<file path="src/design/owrs_pkg.sv">
// Shared types and constants of the 1-wire ROM search engine.
`default_nettype none

package owrs_pkg;

   localparam int RomWidth = 64;
   localparam int PosWidth = 7;
   localparam int IdxWidth = 6;
   localparam int CrcWidth = 8;

   localparam logic [PosWidth-1:0] LastPosition = 7'd64;
   localparam logic [CrcWidth-1:0] CrcPolyReflected = 8'h8C;

   typedef enum logic [1:0] {
      KIND_RESTART  = 2'd0,
      KIND_CONTINUE = 2'd1,
      KIND_BIT_PAIR = 2'd2
   } kind_type;

   typedef enum logic [2:0] {
      ST_SEND_CMD = 3'd0,
      ST_NONE     = 3'd1,
      ST_BIT      = 3'd2,
      ST_OK       = 3'd3,
      ST_ABORT    = 3'd4,
      ST_CRC_BAD  = 3'd5,
      ST_IGNORED  = 3'd6
   } status_type;

endpackage

`default_nettype wire

</file>
<file path="src/design/onewire_rom_search_engine.sv">
// Top level of the 1-wire ROM search decision engine.
// Each accepted beat (pass start or sampled bit pair) is decided in the cycle it is taken and
// its one result beat is shown from the result register on the next cycle, so one item enters
// per cycle: the search state and the CRC8 advance by a single bit step between the request
// and the result register. The request side stalls only while a result beat is held
// by a stall on the result side.
`default_nettype none

module onewire_rom_search_engine
   import owrs_pkg::*;
(
   input  wire logic                clock,
   input  wire logic                reset,
   input  wire logic                req_valid,
   output logic                     req_stall,
   input  wire logic [1:0]          req_kind,
   input  wire logic                req_device_absent,
   input  wire logic                req_id_bit,
   input  wire logic                req_complement_bit,
   output logic                     rsp_valid,
   input  wire logic                rsp_stall,
   output logic [2:0]               rsp_status,
   output logic                     rsp_branch_bit,
   output logic [RomWidth-1:0]      rsp_rom_code,
   output logic                     rsp_search_done
);

   logic [RomWidth-1:0] rom_ff, rom_in;
   logic [PosWidth-1:0] last_disc_ff, last_disc_in;
   logic                done_mark_ff, done_mark_in;
   logic [PosWidth-1:0] bit_pos_ff, bit_pos_in;
   logic [PosWidth-1:0] marker_ff, marker_in;
   logic [CrcWidth-1:0] crc_ff, crc_in;
   logic                active_ff, active_in;

   logic                rsp_valid_ff, rsp_valid_in;
   status_type          status_ff, status_in;
   logic                branch_bit_ff, branch_bit_in;
   logic                done_out_ff, done_out_in;

   logic                accept;
   kind_type            kind;
   logic                done_eff;
   logic [IdxWidth-1:0] idx;
   logic                choice;
   logic                feedback;
   logic [CrcWidth-1:0] crc_step;
   logic [PosWidth-1:0] pos_next;

   assign req_stall = rsp_valid_ff && rsp_stall;
   assign accept    = req_valid && !req_stall;
   assign kind      = kind_type'(req_kind);

   assign done_eff = (kind == KIND_RESTART) ? 1'b0 : done_mark_ff;
   assign idx      = IdxWidth'(bit_pos_ff - 7'd1);
   assign pos_next = bit_pos_ff + 7'd1;

   always_comb begin
      priority if (req_id_bit ^ req_complement_bit) begin
         choice = req_id_bit;
      end else if (bit_pos_ff < last_disc_ff) begin
         choice = rom_ff[idx];
      end else begin
         choice = (bit_pos_ff == last_disc_ff);
      end
   end

   assign feedback = crc_ff[0] ^ choice;
   assign crc_step = {1'b0, crc_ff[CrcWidth-1:1]} ^ (feedback ? CrcPolyReflected : '0);

   always_comb begin
      rom_in        = rom_ff;
      last_disc_in  = last_disc_ff;
      done_mark_in  = done_mark_ff;
      bit_pos_in    = bit_pos_ff;
      marker_in     = marker_ff;
      crc_in        = crc_ff;
      active_in     = active_ff;
      status_in     = ST_IGNORED;
      branch_bit_in = 1'b0;
      done_out_in   = 1'b0;
      unique case (kind)
         KIND_RESTART, KIND_CONTINUE: begin
            crc_in       = '0;
            done_mark_in = done_eff;
            if (kind == KIND_RESTART) begin
               last_disc_in = '0;
            end
            if (req_device_absent || done_eff) begin
               last_disc_in = '0;
               active_in    = 1'b0;
               status_in    = ST_NONE;
            end else begin
               bit_pos_in = 7'd1;
               marker_in  = '0;
               active_in  = 1'b1;
               status_in  = ST_SEND_CMD;
            end
         end
         KIND_BIT_PAIR: begin
            if (active_ff) begin
               if (req_id_bit && req_complement_bit) begin
                  last_disc_in = '0;
                  active_in    = 1'b0;
                  status_in    = ST_ABORT;
               end else begin
                  if (!req_id_bit && !req_complement_bit && !choice) begin
                     marker_in = bit_pos_ff;
                  end
                  rom_in[idx]   = choice;
                  crc_in        = crc_step;
                  bit_pos_in    = pos_next;
                  branch_bit_in = choice;
                  if (pos_next > LastPosition) begin
                     active_in = 1'b0;
                     if (crc_step != '0) begin
                        last_disc_in = '0;
                        status_in    = ST_CRC_BAD;
                     end else begin
                        last_disc_in = marker_in;
                        done_mark_in = (marker_in == '0);
                        done_out_in  = (marker_in == '0);
                        status_in    = ST_OK;
                     end
                  end else begin
                     status_in = ST_BIT;
                  end
               end
            end
         end
         default: begin
         end
      endcase
   end

   assign rsp_valid_in = accept || (rsp_valid_ff && rsp_stall);

   always_ff @(posedge clock) begin
      if (reset) begin
         rom_ff       <= '0;
         last_disc_ff <= '0;
         done_mark_ff <= 1'b0;
         bit_pos_ff   <= 7'd1;
         marker_ff    <= '0;
         crc_ff       <= '0;
         active_ff    <= 1'b0;
         rsp_valid_ff <= 1'b0;
      end else begin
         rsp_valid_ff <= rsp_valid_in;
         if (accept) begin
            rom_ff       <= rom_in;
            last_disc_ff <= last_disc_in;
            done_mark_ff <= done_mark_in;
            bit_pos_ff   <= bit_pos_in;
            marker_ff    <= marker_in;
            crc_ff       <= crc_in;
            active_ff    <= active_in;
         end
      end
   end

   always_ff @(posedge clock) begin
      if (accept) begin
         status_ff     <= status_in;
         branch_bit_ff <= branch_bit_in;
         done_out_ff   <= done_out_in;
      end
   end

   assign rsp_valid       = rsp_valid_ff;
   assign rsp_status      = status_ff;
   assign rsp_branch_bit  = branch_bit_ff;
   assign rsp_rom_code    = rom_ff;
   assign rsp_search_done = done_out_ff;

   a_pos_in_range: assert property (@(posedge clock) disable iff (reset)
      active_ff |-> (bit_pos_ff >= 7'd1 && bit_pos_ff <= LastPosition))
      else $error("bit position out of range during a pass");

   a_done_matches: assert property (@(posedge clock) disable iff (reset)
      (rsp_valid_ff && status_ff == ST_OK) |-> (done_out_ff == done_mark_ff))
      else $error("search_done disagrees with done mark");

   a_quiet_fields: assert property (@(posedge clock) disable iff (reset)
      (rsp_valid_ff && (status_ff == ST_SEND_CMD || status_ff == ST_NONE ||
                        status_ff == ST_ABORT || status_ff == ST_IGNORED))
      |-> (!branch_bit_ff && !done_out_ff))
      else $error("branch bit or done set on a status that carries neither");

   a_bit_keeps_pass: assert property (@(posedge clock) disable iff (reset)
      (rsp_valid_ff && (status_ff == ST_BIT || status_ff == ST_SEND_CMD)) |-> active_ff)
      else $error("pass not active after a bit or a pass start");

   a_end_of_pass: assert property (@(posedge clock) disable iff (reset)
      (rsp_valid_ff && (status_ff == ST_OK || status_ff == ST_CRC_BAD))
      |-> (!active_ff && bit_pos_ff == LastPosition + 7'd1))
      else $error("pass end without reaching the last position");

endmodule

`default_nettype wire

</file>
<file path="config.mk">
export PLATFORM = sky130hd
export DESIGN_NAME = onewire_rom_search_engine
export DESIGN_NICKNAME = d
export VERILOG_FILES = /design/src/design/owrs_pkg.sv /design/src/design/onewire_rom_search_engine.sv
export SDC_FILE = /design/constraint.sdc
export NUM_CORES = 1
export LEC_CHECK = 0
export BUFFER_PORTS_ARGS = -buffer_cell sky130_fd_sc_hd__buf_2
export CAP_MARGIN = 20
export CORE_MARGIN = 8
export CORE_UTILIZATION = 64
export CTS_BUF_LIST = sky130_fd_sc_hd__clkbuf_4 sky130_fd_sc_hd__clkbuf_8
export CTS_CLUSTER_SIZE = 14
export DETAILED_ROUTE_END_ITERATION = 10
export GPL_TIMING_DRIVEN = 0
export PLACE_DENSITY = 0.92
export SYNTH_ARGS = -nofsm -noshare
export SYNTH_HDL_FRONTEND = slang
export SYNTH_SLANG_ARGS = --single-unit
</file>
<file path="constraint.sdc">
create_clock -name clock -period 8.26 [get_ports clock]
set_clock_uncertainty 0.2 [all_clocks]
set_input_delay 1.239 -clock clock [delete_from_list [all_inputs] [get_ports clock]]
set_output_delay 1.239 -clock clock [all_outputs]
set_load 0.02 [all_outputs]
</file>
# [Word level (Yosys, flattened, before mapping)]
# Index checks and enable logic that the tools add are counted.
[totals] reg_bits=101 in_bits=9 out_inout_bits=71 word_cells=106
[classes] add_sub_neg=2 magnitude_cmp=4 n_eq_ne=10 muxes=47 bitwise_logic=7 n_reduce_logical=25
[op_table] cell="7-bit two-way mux" count=16
[op_table] cell="64-bit bitwise mux" count=1
[op_table] cell="7-bit case mux with 2 select lines" count=3
[op_table] cell="8-bit two-way mux" count=3
[op_table] cell="8-bit case mux with 2 select lines" count=1
[op_table] cell="1-bit two-way mux" count=14
[op_table] cell="3-bit two-way mux" count=4
[op_table] cell="2-bit != test, second input constant" count=5
[op_table] cell="5-bit AND reduction" count=2
[op_table] cell="4-bit AND reduction" count=2
[op_table] cell="8-bit nonzero test" count=1
[op_table] cell="7-bit by 8-bit XOR with 8-bit output" count=1
[op_table] cell="7-bit by 1-bit adder with 7-bit output, second input constant" count=1
[op_table] cell="7-bit equality test" count=1
[op_table] cell="7-bit greater-than comparator, second input constant" count=1
[op_table] cell="7-bit logical NOT" count=1
[op_table] cell="6-bit by 7-bit less-than comparator with 1-bit output, second input constant" count=1
[op_table] cell="7-bit less-than comparator" count=1
[op_table] cell="1-bit binary-select mux with 6-bit select" count=1
[op_table] cell="1-bit demux with 6-bit select" count=1
[op_table] cell="6-bit by 1-bit greater-or-equal comparator with 1-bit output, second input constant" count=1
[op_table] cell="1-bit logical AND" count=6
[op_table] cell="3-bit != test, second input constant" count=2
[op_table] cell="3-bit case mux with 2 select lines" count=1
[op_table] cell="other kinds (15)" count=24

# [Logic depth before layout (Yosys ltp)]
# Gate-level depths: netlist of the first run.
[logic_depth] ltp_word=17 depth_mapped=15 ltp_nobuf=11

# [Least setup slack after synthesis of the first run]
# Ideal clock, no wire load.
[synth_path] kind="register to register" from="register bit_pos_ff[0]" to="register branch_bit_ff (netlist: rsp_branch_bit), data pin" setup_time_ns=0.140 t_arrival_ns=3.486 required_time_ns=7.920 slack_ns=4.433 stages_incl_launch_ff=14 period_less_slack_ns=3.827 cell_sequence="dfxtp_1 -> buf_2 -> inv_1 -> ha_1 -> clkbuf_1 -> clkbuf_1 -> nor2_1 -> mux4_2 -> o211ai_1 -> nand4_1 -> o31ai_4 -> buf_2 -> clkbuf_1 -> nor2b_1"
[synth_via] elab_chain_cells=5 elab_cells_between_ends=7 cone_classes="add/sub (1); order compare (1); eq/ne (1); mux (4)"
[synth_lines] item="start, declared" line="onewire_rom_search_engine.sv:31" source="logic [PosWidth-1:0] bit_pos_ff, bit_pos_in;"
[synth_lines] item="start signal, assigned" line="onewire_rom_search_engine.sv:154" source="bit_pos_ff <= bit_pos_in;"
[synth_lines] item="6-bit by 1-bit subtractor with 6-bit output" line="onewire_rom_search_engine.sv:55" source="assign idx = IdxWidth'(bit_pos_ff - 7'd1);"
[synth_lines] item="1-bit binary-select mux with 6-bit select" line="onewire_rom_search_engine.sv:62" source="choice = rom_ff[idx];"
[synth_lines] item="1-bit two-way mux (implied by the code)" line="onewire_rom_search_engine.sv:62"
[synth_lines] item="1-bit two-way mux *" line="onewire_rom_search_engine.sv:61" source="end else if (bit_pos_ff < last_disc_ff) begin"
[synth_lines] item="1-bit two-way mux *" line="onewire_rom_search_engine.sv:59" source="priority if (req_id_bit ^ req_complement_bit) begin"
[synth_lines] item="end signal, assigned" line="onewire_rom_search_engine.sv:165" source="branch_bit_ff <= branch_bit_in;"
[synth_lines] item="end, declared" line="onewire_rom_search_engine.sv:38" source="logic branch_bit_ff, branch_bit_in;"
# Mark *: on every way between the ends. The rest lies on a longest branch, timed or not. The select of a mux whose other input is x is not followed.
# A chain may end at the register's enable or synchronous reset.

# [Final worst setup path of the first run]
[layout_path] from="register bit_pos_ff[0]" to="register rom_ff[5] (netlist: rsp_rom_code[5])"
[layout_via] elab_chain_cells=6 elab_cells_between_ends=13 cone_classes="add/sub (1); order compare (3); eq/ne (1); mux (7); reduce/logical (1)"
[layout_lines] item="6-bit by 1-bit subtractor with 6-bit output" line="onewire_rom_search_engine.sv:55"
[layout_lines] item="6-bit by 7-bit less-than comparator with 1-bit output (implied by the code) (tied with other cells)" line="onewire_rom_search_engine.sv:110" source="rom_in[idx] = choice;"
[layout_lines] item="1-bit logical AND (implied by the code) / 1-bit two-way mux (equally long branches)" line="onewire_rom_search_engine.sv:110, onewire_rom_search_engine.sv:62"
[layout_lines] item="1-bit two-way mux (on tied branches)" line="onewire_rom_search_engine.sv:110, onewire_rom_search_engine.sv:61"
[layout_lines] item="1-bit demux with 6-bit select / 1-bit two-way mux (equally long branches)" line="onewire_rom_search_engine.sv:110, onewire_rom_search_engine.sv:59"
[layout_lines] item="64-bit bitwise mux *" line="onewire_rom_search_engine.sv:110"
[layout_lines] item="end signal, assigned" line="onewire_rom_search_engine.sv:151" source="rom_ff <= rom_in;"
[layout_lines] item="end, declared" line="onewire_rom_search_engine.sv:28" source="logic [RomWidth-1:0] rom_ff, rom_in;"
# Marked as above.

==> out/results.ini, run 1 <==
[cts]
worstSkewPairLatency_ns = 0.38
cts_sinks = 101
htree_levels = 3
postCtsResizedCells = 0
cts_buffers = 9
post_cts_buffers = 0
cts_root_buffer = clkbuf_8
path_clk_slew_ns = 0.10
cts.path.max_buffers = 2
holdBufCountCts = 0
cts_tree = done

[synth]
yosysUniqueCellTypes = 70
ys_warn_count = 0
synth_area_leaders = dfxtp_1 35%, nor2_1 6.8%, o21ai_0 6.1%
synth-async-reset-ratio_pct = 0
synth_seq_cells = 101
synth_area_leader_cell = dfxtp_1
synth_edf_count = 5
yosysSeqAreaShare_pct = 37.9
syn_avg_cell_area_um2 = 7.93
netlist_area_um2 = 5470
synth_cells = 690
synth_nets = 710
ys.flop_type = dfxtp_1
synth_top_area_share_pct = 35.1

[die]
core_area_um2 = 8260
die_area_um2 = 11800
io_pins = 80
die_h_um = 108
start_util_pct = 66.2
fp-row-count = 33
die_x_um = 108

[power]
power_density_nw_per_um2 = 144
ir_drop_mv = 0.106
cellLeakagePower_nw = 2.33

[sta]
fin_crit_sh_pct = 63.3
finalSetupViolCount = 0
setup_tns_ns = 0
maxSlewViolCount = 0
rsz0062_at_grt = no
slew_headroom_pct = 45.9
max_freq_mhz = 191
final_hold_viol_count = 0
fin_crit_ns = 5.23
worstMarginPinSlew_ns = 0.804

[finish]
antenna_cells = 0
nets = 799
mostFrequentLayoutCells = 99 x nor2_1, 96 x dfxtp_1, 84 x buf_2
final_common_cell = nor2_1
drive_above_1_share_pct = 16.2
final_util_pct = 75.0
syn_to_final_growth_pct = 13.2

[global_routing]
antenna_found_initial = 0
grt.met1_usage_pct = 36.8
grt_usage_pct = 28.9
grt_util_met3_pct = 7.26
grt_max_degree = 17
busiest_layer = met2
grt_util_met2_pct = 44.6
grt_pass1_vias = 5584
grt_pass1_wl_um = 27300
grt_overflow = 0

[route]
wl_um = 17300
final_antenna_net_count = 0
via_per_inst = 6.70
wl_per_cell_um = 19.5
drt_iter0_drc = 922
firstDrtPassIters = 6
drc_errors = 0
route.vias.total = 5957

[critical_path]
crit_type = reg2reg
cp-start-kind = flip-flop
critPathArrivalTime_ns = 5.34
r2r_end = rsp_rom_code[5]$_SDFFE_PP0P_
worstPathRequired_ns = 8.37
reg2reg_setup_slack_ns = 3.03
worstPathMaxFanout = 10
end_kind = flip-flop
rr_startpoint = bit_pos_ff[0]$_SDFFE_PP1P_
startpoint = bit_pos_ff[0]$_SDFFE_PP1P_
critical_path.endpoint = rsp_rom_code[5]$_SDFFE_PP0P_
rr_worst_depth = 14

[job]
cap_violations = 0

[run_status]
outcome = completed

[placement]
io_buffers = 78
globalplace.congestion = 0.937
dp_hpwl_um = 12500

[hold_path]
hp-start = last_disc_ff[6]$_SDFFE_PP0P_
hold_class = reg2reg

==> area by class of cell <==
cell class	count	area (um^2)
multi-input cells	522	3130
flip-flops and latches	101	2070
fillers	628	2060
repair buffers	78	390
plain buffers	47	188
clock buffers	11	145
well taps	105	131
inverters	20	75.1
clock inverters	5	57.6
==> routing by layer <==
metal	routed length (um)	up-vias	share of wire, %
met5	0	-	0
met4	633	0	3.7
met3	2190	88	13
met2	7880	447	45
met1	6630	2772	38
li1	-	2650	-
==> synth_stat cells, types with 3 or more instances <==
cell type,instances
nor3_1,34
nand4_1,18
nand2b_1,5
clkbuf_1,36
inv_1,20
mux4_2,12
nor2_1,99
o21ai_0,67
mux2i_1,22
dfxtp_1,96
o211ai_1,3
o21a_1,5
nor2b_1,7
a31oi_1,3
a22oi_1,7
nand2_1,82
or4_1,6
a21oi_1,57
edfxtp_1,5
buf_1,4
a211oi_1,3
nand3_1,24
ha_1,11
nor4_1,5
buf_2,6
==> sequential cells by signal, summed over array words and instances, names as in the netlist <==
| signal | flops |
|---|---|
| active_ff | 1 |
| rsp_rom_code | 64 |
| rsp_search_done | 1 |
| crc_ff | 8 |
| bit_pos_ff | 7 |
| rsp_branch_bit | 1 |
| marker_ff | 7 |
| done_mark_ff | 1 |
| rsp_status | 3 |
| last_disc_ff | 7 |
| rsp_valid | 1 |
==> how the worst min path moves through the flow <==
stage | to | slack [ns] | depth (start not counted)
global route | last_disc_ff[1]$_SDFFE_PP0P_ | 0.29 | 2
global placement | last_disc_ff[6]$_SDFFE_PP0P_ | 0.24 | 2
floorplan | last_disc_ff[1]$_SDFFE_PP0P_ | 0.23 | 2
detailed placement | last_disc_ff[4]$_SDFFE_PP0P_ | 0.25 | 2
finish | last_disc_ff[6]$_SDFFE_PP0P_ | 0.27 | 2
CTS | last_disc_ff[1]$_SDFFE_PP0P_ | 0.27 | 2
==> power breakdown <==
group | leakage, nW | internal [mW] | switching, mW
sequential | 0.823 | 0.493 | 0.00140
clock | 0.104 | 0.153 | 0.178
combinational | 1.40 | 0.0186 | 0.0492
==> kinds of logic (layout without fill, tap and decap cells) <==
kind of cell	count (synthesis)	after routing	synth area share, %
flops	101	101	37.9
compound gates	177	177	19.8
fa+ha+maj	11	11	2.52
xor+xnor	4	4	0.915
mux	35	35	9.17
simple gates	295	295	24.9
buf+inv	67	161	4.80
==> stage by stage <==
step | std cells | cell area [um^2] | hold slack [ns] | worst slack [ns] | power, mW
after global routing | 889 | 6190 | 0.291 | 2.84 | 0.911
after CTS | 889 | 6190 | 0.272 | 3.16 | 0.886
after floorplan | 690 | 5470 | 0.225 | 4.43 | 0.551
after global placement | 873 | 5990 | 0.239 | 3.26 | 0.570
after detailed placement | 873 | 5990 | 0.251 | 3.19 | 0.571
final | 889 | 6190 | 0.271 | 3.03 | 0.893
==> critical path, cell delays in order (launching register included) <==
cell and delay (ns):
dfxtp_1 0.51, buf_2 0.40, inv_1 0.27, ha_1 0.35, clkbuf_1 0.29, clkbuf_1 0.48
mux4_2 0.31, mux2i_1 0.12, a221oi_1 0.37, nand4_1 0.26, o31ai_4 0.57, buf_2 0.30
clkbuf_1 0.42, nand2_1 0.13, a21oi_1 0.16
(Power assumes the default switching activity.)
==> inputs of run 2 (changes only) <==
- CORE_UTILIZATION: 64 -> 59
- PLACE_DENSITY: 0.92 -> 0.86
- clock period: 8.26 -> 5.1 ns (I/O delays scaled with it)
==> run 2 against run 1 <==
Compared with the run above: design area increased by 1.0%; combinational power increased by 71%; routed wire length increased by 0.55%; sequential share of layout area decreased by 0.34 points; clock power increased by 69%; worst setup slack got worse by 2.8 ns; largest cell class unchanged; highest routed layer unchanged.
==> out/results.ini, run 2 (synthesis gave the netlist of run 1 again) <==
[die]
core_area_um2 = 9110  ; was 8260 um^2
start_util_pct = 60.0  ; was 66.2%
die_h_um = 112  ; was 108 um
io_pins = 80  ; unchanged
die_x_um = 112  ; was 108 um
fp-row-count = 35  ; was 33
die_area_um2 = 12600  ; was 11,800 um^2

[finish]
nets = 803  ; was 799
instances_no_fill = 898  ; was 889
antenna_cells = 0  ; unchanged
fillers = 744  ; was 628
final_common_cell = nor2_1  ; unchanged
drive_above_1_share_pct = 17.0  ; was 16.2%
syn_to_final_growth_pct = 14.4  ; was 13.2%
mostFrequentLayoutCells = 99 x nor2_1, 96 x dfxtp_1, 85 x buf_2  ; was 99 x nor2_1, 96 x dfxtp_1, 84 x buf_2
largest_register_ffs = 64  ; unchanged
post-route-cell-area_um2 = 6260  ; was 6190 um^2
final_util_pct = 68.7  ; was 75.0%

[cts]
cts_buffers = 9  ; unchanged
path_clk_slew_ns = 0.10  ; about the same
cts_root_buffer = clkbuf_8  ; unchanged
cts_tree = done  ; unchanged
holdBufCountCts = 0  ; unchanged
cts_sinks = 101  ; unchanged
worstSkewPairLatency_ns = 0.38  ; about the same
cts.path.max_buffers = 2  ; unchanged
htree_levels = 3  ; unchanged

[global_routing]
grt_usage_pct = 27.1  ; was 28.9%
antenna_found_initial = 0  ; unchanged
grt_max_degree = 17  ; unchanged
grt_pass1_vias = 5516  ; was 5,584
grt_overflow = 0  ; unchanged
grt_pass1_wl_um = 28000  ; was 27,300 um

[power]
p_clk_share_pct = 37.8  ; was 37.0%
swShare_pct = 25.0  ; was 25.6%
p_sw_uw = 369  ; was 228 uW
ir_drop_mv = 0.131  ; was 0.106 mV
power_density_nw_per_um2 = 236  ; was 144 nW/um^2
power_frac_seq_pct = 54.3  ; was 55.4%
internal_power_mw = 1.11  ; was 664 uW
combPwrFrac_pct = 7.9  ; was 7.6%
cellLeakagePower_nw = 2.36  ; was 2.33 nW

[sta]
rsz0062_at_grt = no  ; unchanged
worstMarginPinSlew_ns = 0.919  ; was 0.804 ns
slew_headroom_pct = 38.2  ; was 45.9%
maxSlewViolCount = 0  ; unchanged
worst_slack_ns = 0.244  ; was 3.03 ns
max_freq_mhz = 206  ; was 191 MHz
fin_crit_ns = 4.86  ; was 5.23 ns
setup_tns_ns = 0  ; unchanged
finalSetupViolCount = 0  ; unchanged
fin_crit_sh_pct = 95.2  ; was 63.3%
final_hold_viol_count = 0  ; unchanged

[critical_path]
cp-start-kind = flip-flop  ; unchanged
critPathMaxStageDelay_ns = 0.51  ; was 0.57 ns
reg2reg_setup_slack_ns = 0.24  ; was 3.03 ns
cp_cell_sequence = buf_2 > inv_1 > ha_1 > clkbuf_1 > clkbuf_2 > mux4_2 > mux2i_1 > a221oi_1 > nand4_1 > o31ai_4 > buf_4 > xnor2_2 > nand4_1 > o21ai_0  ; was buf_2 > inv_1 > ha_1 > clkbuf_1 > clkbuf_1 > mux4_2 > mux2i_1 > a221oi_1 > nand4_1 > o31ai_4 > buf_2 > clkbuf_1 > nand2_1 > a21oi_1
crit_type = reg2reg  ; unchanged
crit_top_cell = nand4_1  ; was clkbuf_1
critPathArrivalTime_ns = 4.95  ; was 5.34 ns
rr_startpoint = bit_pos_ff[0]$_SDFFE_PP1P_  ; unchanged
worstPathRequired_ns = 5.20  ; was 8.37 ns
worstPathMaxFanout = 10  ; unchanged
end_kind = flip-flop  ; unchanged
cp_slowest_cell = dfxtp_1  ; was o31ai_4
rr_worst_depth = 14  ; unchanged
r2r_end = last_disc_ff[3]$_SDFFE_PP0P_  ; was rsp_rom_code[5]$_SDFFE_PP0P_

[route]
drc_errors = 0  ; unchanged
wl_um = 17400  ; was 17,300 um
via_per_inst = 6.55  ; was 6.70
wl_per_cell_um = 19.4  ; was 19.5 um
route.vias.total = 5882  ; was 5,957
firstDrtPassIters = 6  ; unchanged
drt_iter0_drc = 948  ; was 922
final_antenna_net_count = 0  ; unchanged

[placement]
dpl_cell_area_um2 = 6000  ; was 5990 um^2
pre_cts_ws_ns = 0.00390  ; was 3.19 ns
dp_hpwl_um = 12600  ; was 12,500 um
globalplace.congestion = 0.990  ; was 0.937
dp.cells = 879  ; was 873
io_buffers = 78  ; unchanged

[hold_path]
hp-start = last_disc_ff[2]$_SDFFE_PP0P_  ; was last_disc_ff[6]$_SDFFE_PP0P_
hold_depth = 2  ; unchanged
hold_class = reg2reg  ; unchanged
hold_end = last_disc_ff[2]$_SDFFE_PP0P_  ; was last_disc_ff[6]$_SDFFE_PP0P_

[job]
cap_violations = 0  ; unchanged

[run_status]
outcome = completed  ; unchanged

## run 2: power by group through the flow
stage	sequential (mW)	combinational (mW)	clock [mW]
3_5_place_dp	0.819	0.107	0
3_3_place_gp	0.819	0.103	0
4_1_cts	0.801	0.108	0.556
5_1_grt	0.802	0.122	0.592
2_1_floorplan	0.823	0.0694	0
6_report	0.801	0.116	0.558
## run 2: cell type report
cell class	instances	area [um^2]	share of cell area [%]
Buffer	47	193	3.08
Clock buffer	9	124	1.98
Clock inverter	6	88.8	1.42
Inverter	20	75.1	1.20
Multi-Input combinational cell	522	3150	50.3
Sequential cell	101	2070	33.1
Tap cell	111	139	2.22
Timing Repair Buffer	82	420	6.72
## run 2: metrics by stage
| step | power [mW] | hold slack [ns] |
|---|---|---|
| global placement | 0.922 | 0.241 |
| finish | 1.47 | 0.262 |
| global route | 1.52 | 0.297 |
| floorplan | 0.892 | 0.225 |
| detailed placement | 0.926 | 0.247 |
| CTS | 1.46 | 0.267 |
## run 2: worst max-delay path by stage
stage / cells after the start / to / startpoint
floorplan: 13 / rsp_branch_bit$_SDFFCE_PP0P_ / bit_pos_ff[0]$_SDFFE_PP1P_
global route: 14 / rsp_rom_code[51]$_SDFFE_PP0P_ / bit_pos_ff[0]$_SDFFE_PP1P_
detailed placement: 14 / rsp_rom_code[14]$_SDFFE_PP0P_ / bit_pos_ff[0]$_SDFFE_PP1P_
global placement: 13 / rsp_branch_bit$_SDFFCE_PP0P_ / bit_pos_ff[0]$_SDFFE_PP1P_
finish: 14 / last_disc_ff[3]$_SDFFE_PP0P_ / bit_pos_ff[0]$_SDFFE_PP1P_
CTS: 13 / rsp_branch_bit$_SDFFCE_PP0P_ / bit_pos_ff[0]$_SDFFE_PP1P_
## run 2: worst max-delay path, delay by kind of cell (launching register included)
kind	cells	cell delay, ns
xor gates and xnor gates	1	0.17
muxes	2	0.37
DFF	1	0.51
AOI/OAI and AO/OA	3	1.09
adders and majority gates	1	0.34
and+or+nand+nor	2	0.54
buffers and inverters	5	1.51
## run 2: repair_timing
action,4_1_cts,5_1_grt
endpoints found under the setup margin,19,46
pin swaps,0,1
buffers inserted,0,4
gates resized for setup,2,5
endpoints found under the hold margin,0,0
## run 2: routing by layer
| metal | wire [um] | track usage (%) | vias to the layer above |
|---|---|---|---|
| li1 | - | - | 2657 |
| met1 | 6590 | 34.5 | 2699 |
| met2 | 8020 | 44.2 | 455 |
| met3 | 2310 | 6.66 | 71 |
| met4 | 520 | 8.45 | 0 |
| met5 | 0 | 0 | - |
==> inputs of run 3 (changes only) <==
- CELL_PAD_IN_SITES_DETAIL_PLACEMENT: unset -> 2
- CELL_PAD_IN_SITES_GLOBAL_PLACEMENT: unset -> 2
- CORE_UTILIZATION: 59 -> 35
- PLACE_DENSITY: 0.86 -> 0.87
==> run 3 against run 2 <==
Compared with the run above: power increased by 6.1%; non-clock buffer count decreased by 2; utilization decreased by 27 points; die area increased by 58%; count of clock-buffer cells in the layout increased by 3.
==> out/results.ini, run 3 (synthesis gave the netlist of run 1 again) <==
[job]
cap_violations = 0  ; unchanged

[sta]
max_freq_mhz = 208  ; was 206 MHz
fin_crit_ns = 4.81  ; was 4.86 ns
slew_headroom_pct = 36.5  ; was 38.2%
maxSlewViolCount = 0  ; unchanged
finalSetupViolCount = 0  ; unchanged
rsz0062_at_grt = no  ; unchanged
worstMarginPinSlew_ns = 0.943  ; was 0.919 ns
final_hold_viol_count = 0  ; unchanged
fin_crit_sh_pct = 94.2  ; was 95.2%

[global_routing]
grt_overflow = 0  ; unchanged
antenna_found_initial = 0  ; unchanged
grt_max_degree = 16  ; was 17
grt_pass1_vias = 6364  ; was 5,516
grt_pass1_wl_um = 35900  ; was 28,000 um
grt_usage_pct = 22.9  ; was 27.1%

[finish]
antenna_cells = 0  ; unchanged
mostFrequentLayoutCells = 99 x nor2_1, 96 x dfxtp_1, 83 x buf_2  ; was 99 x nor2_1, 96 x dfxtp_1, 85 x buf_2
final_common_cell = nor2_1  ; unchanged
post-route-cell-area_um2 = 6410  ; was 6260 um^2
fillers = 1764  ; was 744
nets = 801  ; was 803
drive_above_1_share_pct = 17.4  ; was 17.0%
largest_register_ffs = 64  ; unchanged
syn_to_final_growth_pct = 17.3  ; was 14.4%
final_util_pct = 42.0  ; was 68.7%

[cts]
cts_root_buffer = clkbuf_8  ; unchanged
worstSkewPairLatency_ns = 0.39  ; was 0.38 ns
cts_sinks = 101  ; unchanged
htree_levels = 3  ; unchanged
path_clk_slew_ns = 0.10  ; about the same
cts_tree = done  ; unchanged
cts_buffers = 9  ; unchanged
cts.path.max_buffers = 2  ; unchanged

[run_status]
outcome = completed  ; unchanged

[route]
firstDrtPassIters = 4  ; was 6
drc_errors = 0  ; unchanged
route.vias.total = 5782  ; was 5,882
final_antenna_net_count = 0  ; unchanged
via_per_inst = 5.80  ; was 6.55
drt_iter0_drc = 342  ; was 948
wl_um = 22600  ; was 17,400 um
wl_per_cell_um = 22.7  ; was 19.4 um

[die]
die_h_um = 141  ; was 112 um
start_util_pct = 35.8  ; was 60.0%
io_pins = 80  ; unchanged
die_area_um2 = 19900  ; was 12,600 um^2
die_x_um = 141  ; was 112 um
fp-row-count = 45  ; was 35
core_area_um2 = 15300  ; was 9110 um^2

[placement]
io_buffers = 78  ; unchanged
dp_hpwl_um = 17000  ; was 12,600 um
dpl_cell_area_um2 = 6120  ; was 6000 um^2
globalplace.congestion = 0.906  ; was 0.990

[critical_path]
worstPathRequired_ns = 5.04  ; was 5.20 ns
worstPathMaxFanout = 10  ; unchanged
crit_type = reg2reg  ; unchanged
critPathArrivalTime_ns = 4.75  ; was 4.95 ns
end_kind = flip-flop  ; unchanged
cp-start-kind = flip-flop  ; unchanged

[power]
power_density_nw_per_um2 = 244  ; was 236 nW/um^2
cellLeakagePower_nw = 2.38  ; was 2.36 nW
ir_drop_mv = 0.125  ; was 0.131 mV

[hold_path]
hold_class = reg2reg  ; unchanged

[run 3: area by class of cell]
type | count | area, um^2 | share of cell area (%)
inverter | 20 | 78.8 | 1.23
clock inverter | 4 | 95.1 | 1.48
sequential | 101 | 2070 | 32.3
timing repair buffer | 80 | 405 | 6.32
clock buffer | 12 | 153 | 2.38
multi-input combinational | 522 | 3150 | 49.1
tap | 211 | 264 | 4.12
buffer | 47 | 199 | 3.10
[run 3: power by group]
| part | leakage, nW | internal, mW | switching, mW | total [mW] |
|---|---|---|---|---|
| combinational | 1.43 | 0.0322 | 0.0876 | 0.120 |
| sequential | 0.823 | 0.799 | 0.00240 | 0.801 |
| clock | 0.127 | 0.350 | 0.293 | 0.643 |
[run 3: final timing paths]
path                                              startpoint                           end  slack [ns]  cells after the start
worst min register to register  last_disc_ff[3]$_SDFFE_PP0P_  last_disc_ff[3]$_SDFFE_PP0P_        0.28                      2
worst max register to register    bit_pos_ff[0]$_SDFFE_PP1P_   rsp_status[2]$_SDFFCE_PP1P_        0.29                     14
worst max-delay path              bit_pos_ff[0]$_SDFFE_PP1P_   rsp_status[2]$_SDFFCE_PP1P_        0.29                     14
worst min-delay path            last_disc_ff[3]$_SDFFE_PP0P_  last_disc_ff[3]$_SDFFE_PP0P_        0.28                      2
[run 3: timing repair]
item                       in CTS  in global routing
pin swaps                       1                  1
gates resized for setup         3                  9
hold buffers                    0                  0
setup endpoints to repair      53                 45
buffers inserted                1                  1
[run 3: metal layers]
metal	vias up	part of all wire, %	global-route usage [%]
met5	-	0	0
met4	0	2.2	7.81
met3	34	4.5	3.71
met2	157	48	38.4
met1	2946	45	29.4
li1	2645	-	-
[run 3: metrics by stage]
stage	hold slack (ns)	setup TNS (ns)	total power, mW	cells	setup WS, ns
2_1_floorplan	0.225	0	0.892	690	1.27
3_3_place_gp	0.250	-5.02	0.929	979	-0.186
3_5_place_dp	0.256	-7.05	0.935	979	-0.237
4_1_cts	0.280	0	1.58	996	0.230
5_1_grt	0.311	0	1.61	997	0.0563
6_report	0.281	0	1.56	997	0.294
[run 3: worst max-delay path, stage by stage (launching register included)]
cell and delay [ns]:
dfxtp_1 0.53, clkbuf_4 0.37, clkinvlp_4 0.29, ha_1 0.35
clkbuf_1 0.26, clkbuf_2 0.36, nor2_1 0.07, mux4_2 0.50
o211ai_1 0.27, nand4_1 0.20, o31ai_4 0.34, buf_4 0.23
xnor2_2 0.18, a21oi_1 0.13, o31a_1 0.28
